==> config.mk <==
export PLATFORM = sky130hd
export DESIGN_NAME = usb_printer_descriptor_walker_flat
export DESIGN_NICKNAME = d
export VERILOG_FILES = /design/src/rtl/core/upw_pkg.sv /design/src/rtl/core/upw_stream_if.sv /design/src/rtl/core/usb_printer_descriptor_walker.sv /design/src/flat_wrapper.sv
export SDC_FILE = /design/constraint.sdc
export NUM_CORES = 1
export LEC_CHECK = 0
export BUFFER_PORTS_ARGS = -buffer_cell sky130_fd_sc_hd__buf_2
export CORE_MARGIN = 3
export CORE_UTILIZATION = 34
export DETAILED_ROUTE_END_ITERATION = 6
export PLACE_DENSITY_LB_ADDON = 0.05
export REMOVE_ABC_BUFFERS = 1
export SLEW_MARGIN = 25
export SYNTH_ARGS = -nofsm -noshare
export SYNTH_HDL_FRONTEND = slang
export SYNTH_SLANG_ARGS = --single-unit
==> constraint.sdc <==
create_clock -name clk_i -period 9.7 [get_ports clk_i]
set_input_delay 0.485 -clock clk_i [delete_from_list [all_inputs] [get_ports clk_i]]
set_output_delay 0.485 -clock clk_i [all_outputs]
set_load 0.03 [all_outputs]
==> src/rtl/core/upw_pkg.sv <==
`timescale 1ns / 1ps

package upw_pkg;

  // Descriptor type codes
  localparam logic [7:0] IFACE_TYPE = 8'd4;
  localparam logic [7:0] EP_TYPE    = 8'd5;

  // Endpoint field decoding
  localparam logic [7:0] EP_DIR_IN  = 8'h80;
  localparam logic [1:0] XFER_BULK  = 2'd2;

  // Max packet size held after reset
  localparam logic [15:0] MPS_RESET = 16'd64;

  // Configuration register indexes
  localparam logic CFG_MATCH_CLASS  = 1'b0;
  localparam logic CFG_STD_SUBCLASS = 1'b1;

  localparam logic [7:0] MATCH_CLASS_RESET  = 8'd7;
  localparam logic [7:0] STD_SUBCLASS_RESET = 8'd1;

  typedef enum logic [1:0] {
    REASON_FOUND      = 2'd0,
    REASON_ZERO_LEN   = 2'd1,
    REASON_TOTAL_LEN  = 2'd2,
    REASON_STREAM_END = 2'd3
  } reason_e;

  typedef struct packed {
    logic [7:0] data_byte;
    logic       first_byte;
    logic       stream_end;
  } in_item_t;

  typedef struct packed {
    logic        found;
    reason_e     end_reason;
    logic [7:0]  iface_number;
    logic [7:0]  iface_subclass;
    logic [7:0]  iface_protocol;
    logic        subclass_nonstandard;
    logic [7:0]  out_ep_address;
    logic [15:0] out_max_packet;
    logic [7:0]  in_ep_address;
    logic [15:0] in_max_packet;
  } out_item_t;

endpackage

==> src/rtl/core/upw_stream_if.sv <==
`timescale 1ns / 1ps

interface upw_stream_if #(
  parameter type T = logic
);
  logic valid;
  logic ready;
  T     payload;

  modport source (output valid, output payload, input ready);
  modport sink   (input valid, input payload, output ready);
endinterface

==> src/rtl/core/usb_printer_descriptor_walker.sv <==
`timescale 1ns / 1ps

// Walks a USB configuration descriptor set, one byte per beat, looking for an
// interface of class match_class (printer by default). A beat with first_byte
// set restarts the walk; until then beats are dropped. The walk reports one
// result beat on the byte that ends it: success with the interface number,
// subclass, protocol and bulk OUT/IN endpoints of the first matched interface
// holding a bulk OUT endpoint, or failure (zero length, total length reached,
// stream end) with all capture fields zero. Bytes that do not end the walk
// produce nothing. Throughput is one byte per clock: the walker state is a
// single register bank updated by one pass of compare/capture logic from the
// input register, so one byte is retired every cycle the result register can
// take it. Max packet sizes survive a restart (64 after reset). The user must
// make configuration writes only while the block is idle; the block itself
// does not enforce this. No clearing pass is needed after reset.
module usb_printer_descriptor_walker (
  input  logic                      clk_i,
  input  logic                      rst_ni,
  // configuration write port
  input  logic                      cfg_we_i,
  input  logic                      cfg_idx_i,
  input  logic [7:0]                cfg_wdata_i,
  // descriptor bytes in, results out
  upw_stream_if.sink                in_if,
  upw_stream_if.source              out_if
);

  // ---------------------------------------------------------------------------
  // Configuration
  // ---------------------------------------------------------------------------
  logic [7:0] match_class_q;
  logic [7:0] std_subclass_q;

  always_ff @(posedge clk_i or negedge rst_ni) begin
    if (!rst_ni) begin
      match_class_q  <= upw_pkg::MATCH_CLASS_RESET;
      std_subclass_q <= upw_pkg::STD_SUBCLASS_RESET;
    end else if (cfg_we_i) begin
      case (cfg_idx_i)
        upw_pkg::CFG_MATCH_CLASS:  match_class_q  <= cfg_wdata_i;
        upw_pkg::CFG_STD_SUBCLASS: std_subclass_q <= cfg_wdata_i;
        default: ;
      endcase
    end
  end

  // ---------------------------------------------------------------------------
  // Input register and flow control
  // ---------------------------------------------------------------------------
  logic              in_vld_q;
  upw_pkg::in_item_t in_q;
  logic              out_vld_q;
  upw_pkg::out_item_t out_q;

  logic res_vld;   // byte in the input register ends the walk
  logic adv;       // byte in the input register is retired this cycle

  // Stall only when a result must go out and the result register is blocked
  assign adv            = in_vld_q && (!res_vld || !out_vld_q || out_if.ready);
  assign in_if.ready    = !in_vld_q || adv;

  always_ff @(posedge clk_i or negedge rst_ni) begin
    if (!rst_ni) begin
      in_vld_q <= 1'b0;
    end else if (in_if.ready) begin
      in_vld_q <= in_if.valid;
    end
  end

  always_ff @(posedge clk_i) begin
    if (in_if.ready && in_if.valid) begin
      in_q <= in_if.payload;
    end
  end

  // ---------------------------------------------------------------------------
  // Walker state
  // ---------------------------------------------------------------------------
  logic [15:0] set_off_q,   set_off_d;
  logic [15:0] total_len_q, total_len_d;
  logic [7:0]  doff_q,      doff_d;
  logic [7:0]  dlen_q,      dlen_d;
  logic [7:0]  dtype_q,     dtype_d;
  logic        capt_q,      capt_d;
  logic [7:0]  ep_seen_q,   ep_seen_d;
  logic [7:0]  ep_tgt_q,    ep_tgt_d;
  logic [31:0] scratch_q,   scratch_d;   // descriptor bytes 2..5
  logic [15:0] tail_q,      tail_d;      // descriptor bytes 6..7
  logic [7:0]  out_addr_q,  out_addr_d;
  logic [7:0]  in_addr_q,   in_addr_d;
  logic [15:0] out_mps_q,   out_mps_d;
  logic [15:0] in_mps_q,    in_mps_d;
  logic [23:0] iface_q,     iface_d;     // {protocol, subclass, number}
  logic        done_q,      done_d;

  logic            res_ok;
  upw_pkg::reason_e res_reason;

  always_comb begin
    logic [7:0] b;
    logic       stop;
    logic       ok;
    logic [1:0] lane;

    b    = in_q.data_byte;
    stop = 1'b0;
    ok   = 1'b0;
    lane = 2'd0;

    set_off_d   = set_off_q;
    total_len_d = total_len_q;
    doff_d      = doff_q;
    dlen_d      = dlen_q;
    dtype_d     = dtype_q;
    capt_d      = capt_q;
    ep_seen_d   = ep_seen_q;
    ep_tgt_d    = ep_tgt_q;
    scratch_d   = scratch_q;
    tail_d      = tail_q;
    out_addr_d  = out_addr_q;
    in_addr_d   = in_addr_q;
    out_mps_d   = out_mps_q;
    in_mps_d    = in_mps_q;
    iface_d     = iface_q;
    done_d      = done_q;

    res_vld     = 1'b0;
    res_ok      = 1'b0;
    res_reason  = upw_pkg::REASON_FOUND;

    // restart: max packet sizes are kept
    if (in_q.first_byte) begin
      set_off_d   = '0;
      total_len_d = '0;
      doff_d      = '0;
      dlen_d      = '0;
      dtype_d     = '0;
      capt_d      = 1'b0;
      ep_seen_d   = '0;
      ep_tgt_d    = '0;
      scratch_d   = '0;
      tail_d      = '0;
      out_addr_d  = '0;
      in_addr_d   = '0;
      iface_d     = '0;
      done_d      = 1'b0;
    end

    if (done_d) begin
      stop = 1'b1;
    end

    if (!stop) begin
      // total length sits at set bytes 2 and 3
      if (set_off_d == 16'd2) begin
        total_len_d[7:0] = b;
      end else if (set_off_d == 16'd3) begin
        total_len_d[15:8] = b;
      end
      if (set_off_d != 16'hFFFF) begin
        set_off_d = set_off_d + 16'd1;
      end

      if (doff_d == 8'd0) begin
        if (b == 8'd0) begin
          ok     = capt_d && (out_addr_d != 8'd0);
          capt_d = 1'b0;
          res_vld    = 1'b1;
          res_ok     = ok;
          res_reason = upw_pkg::REASON_ZERO_LEN;
          done_d     = 1'b1;
          stop       = 1'b1;
        end else begin
          dlen_d    = b;
          dtype_d   = '0;
          scratch_d = '0;
          tail_d    = '0;
        end
      end else if (doff_d == 8'd1) begin
        dtype_d = b;
        // next interface closes a running capture
        if (capt_d && b == upw_pkg::IFACE_TYPE) begin
          ok     = out_addr_d != 8'd0;
          capt_d = 1'b0;
          if (ok) begin
            res_vld    = 1'b1;
            res_ok     = 1'b1;
            res_reason = upw_pkg::REASON_FOUND;
            done_d     = 1'b1;
            stop       = 1'b1;
          end
        end
      end else if (doff_d inside {[8'd2:8'd5]}) begin
        lane = doff_d[1:0] - 2'd2;
        scratch_d[{lane, 3'b000} +: 8] = scratch_d[{lane, 3'b000} +: 8] | b;
      end else if (doff_d == 8'd6) begin
        tail_d[7:0] = tail_d[7:0] | b;
      end else if (doff_d == 8'd7) begin
        tail_d[15:8] = tail_d[15:8] | b;
      end
    end

    if (!stop) begin
      doff_d = doff_d + 8'd1;

      if (doff_d == dlen_d) begin
        // descriptor complete
        if (dtype_d == upw_pkg::IFACE_TYPE) begin
          if (scratch_d[31:24] == match_class_q) begin
            iface_d    = {tail_d, scratch_d[7:0]};
            out_addr_d = '0;
            in_addr_d  = '0;
            ep_seen_d  = '0;
            ep_tgt_d   = scratch_d[23:16];
            capt_d     = scratch_d[23:16] != 8'd0;
          end
        end else if (dtype_d == upw_pkg::EP_TYPE && capt_d) begin
          if (scratch_d[9:8] == upw_pkg::XFER_BULK) begin
            if ((scratch_d[7:0] & upw_pkg::EP_DIR_IN) != 8'd0) begin
              in_addr_d = scratch_d[7:0];
              in_mps_d  = scratch_d[31:16];
            end else begin
              out_addr_d = scratch_d[7:0];
              out_mps_d  = scratch_d[31:16];
            end
          end
          ep_seen_d = ep_seen_d + 8'd1;
        end

        // endpoint count reached
        if (capt_d && ep_seen_d >= ep_tgt_d) begin
          ok     = out_addr_d != 8'd0;
          capt_d = 1'b0;
          if (ok) begin
            res_vld    = 1'b1;
            res_ok     = 1'b1;
            res_reason = upw_pkg::REASON_FOUND;
            done_d     = 1'b1;
            stop       = 1'b1;
          end
        end

        if (!stop) begin
          doff_d = '0;
          if (({1'b0, set_off_d} + 17'd2) > {1'b0, total_len_d}) begin
            ok     = capt_d && (out_addr_d != 8'd0);
            capt_d = 1'b0;
            res_vld    = 1'b1;
            res_ok     = ok;
            res_reason = upw_pkg::REASON_TOTAL_LEN;
            done_d     = 1'b1;
            stop       = 1'b1;
          end
        end
      end
    end

    if (!stop && in_q.stream_end) begin
      ok     = capt_d && (out_addr_d != 8'd0);
      capt_d = 1'b0;
      res_vld    = 1'b1;
      res_ok     = ok;
      res_reason = upw_pkg::REASON_STREAM_END;
      done_d     = 1'b1;
    end

    // a beat that is not in the input register does nothing
    if (!in_vld_q) begin
      res_vld = 1'b0;
    end
  end

  always_ff @(posedge clk_i or negedge rst_ni) begin
    if (!rst_ni) begin
      set_off_q   <= '0;
      total_len_q <= '0;
      doff_q      <= '0;
      dlen_q      <= '0;
      dtype_q     <= '0;
      capt_q      <= 1'b0;
      ep_seen_q   <= '0;
      ep_tgt_q    <= '0;
      scratch_q   <= '0;
      tail_q      <= '0;
      out_addr_q  <= '0;
      in_addr_q   <= '0;
      out_mps_q   <= upw_pkg::MPS_RESET;
      in_mps_q    <= upw_pkg::MPS_RESET;
      iface_q     <= '0;
      done_q      <= 1'b1;   // idle until a first byte
    end else if (adv) begin
      set_off_q   <= set_off_d;
      total_len_q <= total_len_d;
      doff_q      <= doff_d;
      dlen_q      <= dlen_d;
      dtype_q     <= dtype_d;
      capt_q      <= capt_d;
      ep_seen_q   <= ep_seen_d;
      ep_tgt_q    <= ep_tgt_d;
      scratch_q   <= scratch_d;
      tail_q      <= tail_d;
      out_addr_q  <= out_addr_d;
      in_addr_q   <= in_addr_d;
      out_mps_q   <= out_mps_d;
      in_mps_q    <= in_mps_d;
      iface_q     <= iface_d;
      done_q      <= done_d;
    end
  end

  // ---------------------------------------------------------------------------
  // Result register
  // ---------------------------------------------------------------------------
  upw_pkg::out_item_t res_item;

  always_comb begin
    res_item = '0;
    res_item.found      = res_ok;
    res_item.end_reason = res_ok ? upw_pkg::REASON_FOUND : res_reason;
    if (res_ok) begin
      res_item.iface_number         = iface_d[7:0];
      res_item.iface_subclass       = iface_d[15:8];
      res_item.iface_protocol       = iface_d[23:16];
      res_item.subclass_nonstandard = iface_d[15:8] != std_subclass_q;
      res_item.out_ep_address       = out_addr_d;
      res_item.out_max_packet       = out_mps_d;
      res_item.in_ep_address        = in_addr_d;
      res_item.in_max_packet        = in_mps_d;
    end
  end

  always_ff @(posedge clk_i or negedge rst_ni) begin
    if (!rst_ni) begin
      out_vld_q <= 1'b0;
    end else if (adv && res_vld) begin
      out_vld_q <= 1'b1;
    end else if (out_if.ready) begin
      out_vld_q <= 1'b0;
    end
  end

  always_ff @(posedge clk_i) begin
    if (adv && res_vld) begin
      out_q <= res_item;
    end
  end

  assign out_if.valid   = out_vld_q;
  assign out_if.payload = out_q;

  // ---------------------------------------------------------------------------
  // Assertions
  // ---------------------------------------------------------------------------
  a_result_from_byte: assert property (@(posedge clk_i) disable iff (!rst_ni)
    $rose(out_vld_q) |-> $past(adv) && $past(res_vld))
    else $error("result beat without a retired byte");

  a_done_after_result: assert property (@(posedge clk_i) disable iff (!rst_ni)
    adv && res_vld |=> done_q)
    else $error("walk not closed after its result");

  a_idle_silent: assert property (@(posedge clk_i) disable iff (!rst_ni)
    in_vld_q && done_q && !in_q.first_byte |-> !res_vld)
    else $error("result while idle");

  a_found_has_out_ep: assert property (@(posedge clk_i) disable iff (!rst_ni)
    out_vld_q && out_q.found |->
      out_q.out_ep_address != 8'd0 && out_q.end_reason == upw_pkg::REASON_FOUND)
    else $error("success without bulk OUT endpoint");

  a_fail_zeroed: assert property (@(posedge clk_i) disable iff (!rst_ni)
    out_vld_q && !out_q.found |->
      out_q.iface_number == 8'd0 && out_q.out_ep_address == 8'd0 &&
      out_q.in_ep_address == 8'd0 && out_q.out_max_packet == 16'd0 &&
      out_q.end_reason != upw_pkg::REASON_FOUND)
    else $error("failure result carries capture fields");

endmodule

==> src/flat_wrapper.sv <==
// flat-port wrapper written by rule: the top's interface ports become plain ports
module usb_printer_descriptor_walker_flat 
  (clk_i, rst_ni, cfg_we_i, cfg_idx_i, cfg_wdata_i, in_if_valid, in_if_payload, in_if_ready, out_if_valid, out_if_payload, out_if_ready);
  upw_stream_if #(.T(upw_pkg::in_item_t)) in_if_i ();
  upw_stream_if #(.T(upw_pkg::out_item_t)) out_if_i ();
  input  logic clk_i;
  input  logic rst_ni;
  input  logic cfg_we_i;
  input  logic cfg_idx_i;
  input  logic [7:0] cfg_wdata_i;
  input wire logic [$bits(in_if_i.valid)-1:0] in_if_valid;
  input wire logic [$bits(in_if_i.payload)-1:0] in_if_payload;
  output wire logic [$bits(in_if_i.ready)-1:0] in_if_ready;
  output wire logic [$bits(out_if_i.valid)-1:0] out_if_valid;
  output wire logic [$bits(out_if_i.payload)-1:0] out_if_payload;
  input wire logic [$bits(out_if_i.ready)-1:0] out_if_ready;
  assign in_if_i.valid = in_if_valid;
  assign in_if_i.payload = in_if_payload;
  assign in_if_ready = in_if_i.ready;
  assign out_if_valid = out_if_i.valid;
  assign out_if_payload = out_if_i.payload;
  assign out_if_i.ready = out_if_ready;
  usb_printer_descriptor_walker u_core (.clk_i(clk_i), .rst_ni(rst_ni), .cfg_we_i(cfg_we_i), .cfg_idx_i(cfg_idx_i), .cfg_wdata_i(cfg_wdata_i), .in_if(in_if_i), .out_if(out_if_i));
endmodule
==> metrics.csv, run 1 <==
metric,value,unit
hold_depth,1,
fp-row-count,80,
cts_setup_buffers,0,
max_freq,0.121,GHz
drt_pass1_iterations,7,
cp_max_fo,165,
cts.clk_slew.worst_paths,0.06,ns
diodes,0,
synth-compound-area-share,20.2,%
post_drt_wl_per_cell,22.6,µm
ys_top_cells_by_count,"dfrtp_1, nor2_1, nand2_1",
irDropWorstVdd,96.7,µV
vias,13600,
design_area,19100,µm²
dp_cells,2343,
multiInputGateArea,8140,µm²
cts_num_sinks,298,
period_needed,8.24,ns
cp.arrival,8.67,ns
final_cells,2413,
dieArea,51800,µm²
synthMuxAreaShare,6.77,%
io_buffer_count,101,
worstHoldEndpoint,u_core.in_q[2]$_DFFE_PP_,
drt_wl_total,54.5,mm
grt_first_pass_wirelength,83.6,mm
r2r-start,u_core.in_q[1]$_DFFE_PP_,
vias_per_cell,5.64,
ys_types,96,
yosys.area.top_type_share,30.7,%
synthFlopType,dfrtp_1,
drcViolationCount,0,
placed_area,17700,µm²
n_fill_cell,4781,
synthTopCellsByArea,"dfrtp_1, edfxtp_1, a22o_1",
fp.dieH,228,µm
maxSlewHeadroom,26.0,%
clk_latency,0.54,ns
seq_area_frac_synth,47.3,%
required,10.13,ns
r2r_cells,23,
place_ws,1.49,ns
start_kind,flop,
grt_max_degree,166,
antenna_found_initial,1,
p_leak,7.76,nW
max-cap-violations,0,
worst_pin_slew,1.11,ns
synth_fa_ha_area_share,2.10,%
hpwlAfterDp,37.6,mm
drt_iter0_markers,1524,
grt_pass1_vias,13100,
yosys_warnings,0,
core,48100,µm²
grt_setup_unrepaired,false,
hold_violations,0,
hold_class,primary input to flop,
place_congestion,0.888,
setup_violations,0,
synth_xor_area_share,2.05,%
power_density,187,nW/µm²
synthSimpleGateAreaFrac,17.4,%
area_delta_synth_final,14.2,%
syn_avg_cell_area,9.96,µm²
grt.overflow.total,0,
reg2reg_slack,1.46,ns
end_kind,flop,
synthCells,1675,
worstSetupPathType,flop to flop,
ant_nets,0,
r2r_end,u_core.out_mps_q[12]$_DFFE_PN0P_,
status,"finished, final reports clean",
synth_enable_flop_cells,86,
drive_above_1_share,18.7,%
skew,0.0100,ns
finish.utilization,39.6,%
synth_top_cell_by_area,dfrtp_1,
fin_nets,1780,
cts_max_path_buffers,3,
io_pins,102,
synth_seq_cells,298,
htreeDepth,2,
initial_core_util,34.7,%
cts_tree,yes,
track_usage,21.1,%
synthArstFlopShare,71.1,%
holdCritStartpoint,in_if_payload[2],
synth_top_family_by_area,compound AO/OA/AOI/OAI gates,
seqCellArea,7900,µm²
syn-cell-area,16700,µm²
timing.final.ws_setup,1.46,ns
synth.most_common_cell,dfrtp_1,
slew_viol_final,0,
cts_buffers,37,
finalCritPeriodShare,84.9,%
cts_root_buf,clkbuf_16,
die_x,228,µm
[report_power, final]
group          switching (mW)  internal (mW)
combinational           0.414          0.207
sequential             0.0923           1.37
clock                   0.566          0.913
total                    1.07           2.49
[critical path, stage by stage (launching register included)]
cell and delay, ns:
edfxtp_1 0.40, buf_4 0.27, nor2b_1 0.30, ha_1 0.27, nor2b_1 0.35, a31oi_1 0.14, a211o_1 0.36, a2111o_1 0.42
a2111oi_2 0.36, o21ai_0 0.26, a211oi_1 0.34, xnor2_1 0.17, nor2_1 0.06, ha_1 0.34, a2111oi_0 0.36, o21ai_0 0.21
a2111o_1 0.42, o21ai_0 0.74, nand2_1 0.21, a21oi_1 0.43, a41oi_4 0.25, buf_12 0.34, or2_1 0.59, mux2_4 0.39
[worst max path at each step]
stage	endpoint	start	slack (ns)
2_1_floorplan	u_core.ep_tgt_q[0]$_DFFE_PN0P_	u_core.in_q[1]$_DFFE_PP_	-0.69
3_3_place_gp	u_core.out_mps_q[4]$_DFFE_PN0P_	u_core.in_q[1]$_DFFE_PP_	1.66
3_5_place_dp	u_core.out_mps_q[3]$_DFFE_PN0P_	u_core.in_q[1]$_DFFE_PP_	1.49
4_1_cts	u_core.out_mps_q[3]$_DFFE_PN0P_	u_core.in_q[1]$_DFFE_PP_	1.46
5_1_grt	in_if_ready	u_core.in_q[1]$_DFFE_PP_	0.90
6_report	u_core.out_mps_q[12]$_DFFE_PN0P_	u_core.in_q[1]$_DFFE_PP_	1.46
[layer usage]
metal / vias to the layer above / GRT usage [%] / wire length [µm]
met1: 6765 / 30.4 / 25100
met4: 0 / 6.36 / 1620
met3: 97 / 4.18 / 3230
met2: 404 / 32.1 / 24500
met5: - / 0 / 0
li1: 6355 / - / -
[cell families after synthesis]
logic type / count (synthesis)
multiplexers: 100
flip-flops: 298
AND/OR/NAND/NOR: 568
XOR/XNOR: 39
adder cells (fa/ha/maj): 28
buffers and inverters: 154
AO/OA/AOI/OAI: 488
[final cells by class]
cell class	instances	area share, %
multi-input cells	1223	42.7
flip-flops and latches	298	41.4
clock buffers	47	5.38
well taps	656	4.31
repair buffers	132	4.06
clock inverters	21	1.43
inverters	36	0.709
[what timing repair did]
| action | 4_1_cts | 5_1_grt |
|---|---|---|
| gates resized for setup | 0 | 0 |
| hold endpoints to repair | 62 | 0 |
| hold buffers | 1 | 0 |
[per-stage QoR]
stage / setup TNS [ns] / hold WS, ns / power (mW)
4_1_cts: 0 / 0.0799 / 3.60
3_5_place_dp: 0 / 0.463 / 2.09
2_1_floorplan: -24.71 / 0.189 / 1.85
5_1_grt: 0 / 0.0893 / 3.72
6_report: 0 / 0.116 / 3.56
3_3_place_gp: 0 / 0.461 / 2.09
[sequential cells by signal, indices dropped and copies added, names as in the netlist]
register / flops
u_core.capt_q: 1
u_core.dlen_q: 8
u_core.doff_q: 8
u_core.done_q: 1
u_core.dtype_q: 8
u_core.ep_seen_q: 8
u_core.ep_tgt_q: 8
u_core.iface_q: 24
u_core.in_addr_q: 8
u_core.in_mps_q: 16
u_core.in_q: 10
u_core.in_vld_q: 1
u_core.match_class_q: 8
u_core.out_addr_q: 8
u_core.out_if.payload: 76
u_core.out_if.valid: 1
u_core.out_mps_q: 16
u_core.scratch_q: 32
u_core.set_off_q: 16
u_core.std_subclass_q: 8
u_core.tail_q: 16
u_core.total_len_q: 16
[placed cells by master (no fill, tap or decap), types with 20 or more instances in the layout]
cell type    n
dfrtp_1    205
nor2_1     145
nand2_1    141
a21oi_1    106
o21ai_0    101
buf_2      100
a22o_1      95
edfxtp_1    86
mux2_2      73
and3_1      40
clkbuf_16   39
nor3_1      38
nand3_1     36
inv_1       35
a31oi_1     29
ha_1        28
buf_4       27
nor4_1      23
a22oi_1     22
xnor2_1     20
No activity file was read; power rests on OpenSTA's default activity.
==> inputs of run 2 (changes only) <==
- ABC_AREA: not set -> 1
- clock period: 9.7 -> 7.39 ns (I/O delays scaled with it)
==> run 2 against run 1 <==
Compared with the run above:
- synthesized cell count rose by 55%
- hold slack worse by 0.095 ns
- clock-buffer cell count grew 2
- critical path depth up 15
- largest power group is now sequential cells
- highest routed layer is now met5
- critical endpoint is now in_if_ready
==> metrics.csv, run 2 <==
metric,value,unit
yosys.area.top_type_share,27.2,%
cp.arrival,6.25,ns
ant_nets,0,
final_common_cell,nand2_1,
drt_iter0_markers,1373,
grt.overflow.total,0,
synth_top_cell_by_area,dfrtp_1,
period_needed,6.62,ns
grt_max_degree,134,
cts_max_path_buffers,3,
p_int,3.27,mW
slowest_stage,edfxtp_1,
place_congestion,0.894,
cp_max_fo,34,
end_kind,output pin,
cts_buffers,39,
status,"finished, final reports clean",
synthCells,2594,
max-cap-violations,0,
synthTopCellsByArea,"dfrtp_1, nand2_1, edfxtp_1",
cts_tree,yes,
vias,17300,
worstSetupPathType,flop to output pin,
worst_pin_slew,1.09,ns
synth_enable_flop_cells,86,
diodes,0,
io_buffer_count,101,
cts_num_sinks,298,
io_pins,102,
required,7.02,ns
grt_busiest_layer,met2,
fin_nets,2704,
globalRouteMet3Util,2.90,%
hpwlAfterDp,41.4,mm
syn_avg_cell_area,7.28,µm²
fp-row-count,85,
dp_cells,3329,
cts.clk_slew.worst_paths,0.05,ns
core,54300,µm²
cts_root_buf,clkbuf_16,
p_clk_share,37.0,%
drt_wl_total,63.2,mm
die_x,242,µm
irDropWorstVdd,149,µV
start_kind,flop,
p_comb_share,25.0,%
area_delta_synth_final,13.4,%
synth.most_common_cell,nand2_1,
seqPwrFrac,38.0,%
synth_seq_cells,298,
maxSlewHeadroom,26.5,%
skew,0.0173,ns
crit_top_cell,nand2_1,
seq_area_frac_synth,41.8,%
drcViolationCount,0,
hold_class,primary input to flop,
final_cells,3421,
use_met1,28.9,%
track_usage,21.0,%
p_leak,10.7,nW
hold_violations,0,
synthArstFlopShare,71.1,%
grt_setup_unrepaired,false,
vias_per_cell,5.07,
largest_reg_flops,76,
drive_above_1_share,11.0,%
fin_setup_tns,0,ns
drt_pass1_iterations,5,
cpPeakStageDelay,0.48,ns
setup_violations,0,
n_fill_cell,5683,
antenna_found_initial,2,
syn-cell-area,18900,µm²
ys_types,51,
synthFlopType,dfrtp_1,
switching_share,35.2,%
switching_power,1.78,mW
grt_first_pass_wirelength,98.2,mm
clk_latency,0.56,ns
fin_hold_ws,0.0216,ns
most-common-layout-cells,"nand2_1, nand3_1, inv_1, dfrtp_1, o21ai_0",
slew_viol_final,0,
finalCritPeriodShare,89.6,%
max_freq,0.151,GHz
finalPower,5.06,mW
ys_top_cells_by_count,"nand2_1, nand3_1, inv_1",
yosys_warnings,0,
initial_core_util,34.7,%
fp.dieH,242,µm
grt_pass1_vias,16600,
post_drt_wl_per_cell,18.5,µm
use_met2,33.7,%
htreeDepth,2,
power_density,236,nW/µm²
dieArea,58400,µm²
==> run 2: cell count changes after synthesis, moves of 29 or more <==
cell / delta
a22o_1: -95
and3_1: -40
a21boi_0: +62
o21ai_0: +75
mux2_2: -73
inv_1: +199
a21oi_1: -54
nand3_1: +318
buf_4: +29
nand2_1: +722
==> run 2: area by class of cell <==
| class | instances | area (µm²) | area share (%) |
|---|---|---|---|
| Multi-Input combinational cell | 1901 | 9190 | 42.9 |
| Sequential cell | 298 | 7900 | 36.9 |
| Timing Repair Buffer | 166 | 1190 | 5.58 |
| Clock buffer | 49 | 1020 | 4.78 |
| Inverter | 245 | 946 | 4.42 |
| Tap cell | 739 | 925 | 4.32 |
| Clock inverter | 22 | 210 | 0.982 |
| Timing Repair inverter | 1 | 8.76 | 0.0409 |
==> run 2: power by group through the flow <==
stage | sequential (mW) | combinational, mW | clock [mW]
final | 1.92 | 1.27 | 1.87
after floorplan | 2.02 | 0.704 | 0
after global placement | 1.95 | 1.24 | 0
after detailed placement | 1.95 | 1.25 | 0
after global routing | 1.93 | 1.41 | 2.00
after CTS | 1.92 | 1.26 | 1.93
==> run 2: through the flow <==
step,util (%),setup slack [ns],cell area [µm²]
after floorplan,-,-3.11,17900
after global placement,36.5,0.666,19800
after detailed placement,36.5,0.626,19900
after CTS,39.0,0.0167,21200
after global routing,39.4,0.192,21400
final,39.4,0.768,21400
==> run 2: worst max-delay path: cells and delay by family, from the launching register on <==
kind	cells	cell delay [ns]
AOI/OAI and AO/OA	8	1.21
adders and majority gates	1	0.22
buffers and inverters	7	1.47
DFF	1	0.48
and+or+nand+nor	22	2.28
==> run 2: path summary, 6_finish.rpt <==
| path | startpoint | end | slack (ns) | depth (start not counted) |
|---|---|---|---|---|
| min in group asynchronous | rst_ni | u_core.ep_seen_q[2]$_DFFE_PN0P_ | 0.39 | 2 |
| max reg2reg | u_core.in_q[1]$_DFFE_PP_ | u_core.out_mps_q[8]$_DFFE_PN0P_ | 0.87 | 41 |
| max | u_core.in_q[1]$_DFFE_PP_ | in_if_ready | 0.77 | 38 |
| max in group asynchronous | rst_ni | u_core.iface_q[0]$_DFFE_PN0P_ | 5.71 | 3 |
| min | in_if_payload[1] | u_core.in_q[1]$_DFFE_PP_ | 0.02 | 1 |
| min reg2reg | u_core.in_mps_q[6]$_DFFE_PN1P_ | u_core.in_mps_q[6]$_DFFE_PN1P_ | 0.46 | 2 |
==> run 2: per-layer routing <==
metal	vias to the layer above	wire (µm)	part of all wire (%)
li1	8579	-	-
met4	2	2170	3.4
met1	8240	29300	46
met2	398	28800	46
met3	113	2900	4.6
met5	-	7	0.011
==> run 2: cell families (layout without fill, tap and decap cells) <==
| group | Yosys count | in the layout | share of synthesized area [%] |
|---|---|---|---|
| AO/OA/AOI/OAI | 366 | 366 | 11.2 |
| flip-flops | 298 | 298 | 41.8 |
| AND/OR/NAND/NOR | 1468 | 1468 | 33.4 |
| XOR/XNOR | 39 | 39 | 1.81 |
| buffers and inverters | 395 | 483 | 9.86 |
| adder cells (fa/ha/maj) | 28 | 28 | 1.86 |
==> run 2: timing repair <==
item / CTS / global route
hold buffers: 11 / 0
setup buffers: 0 / 7
endpoints found under the setup margin: 0 / 31
resized for setup: 0 / 24
endpoints found under the hold margin: 87 / 0
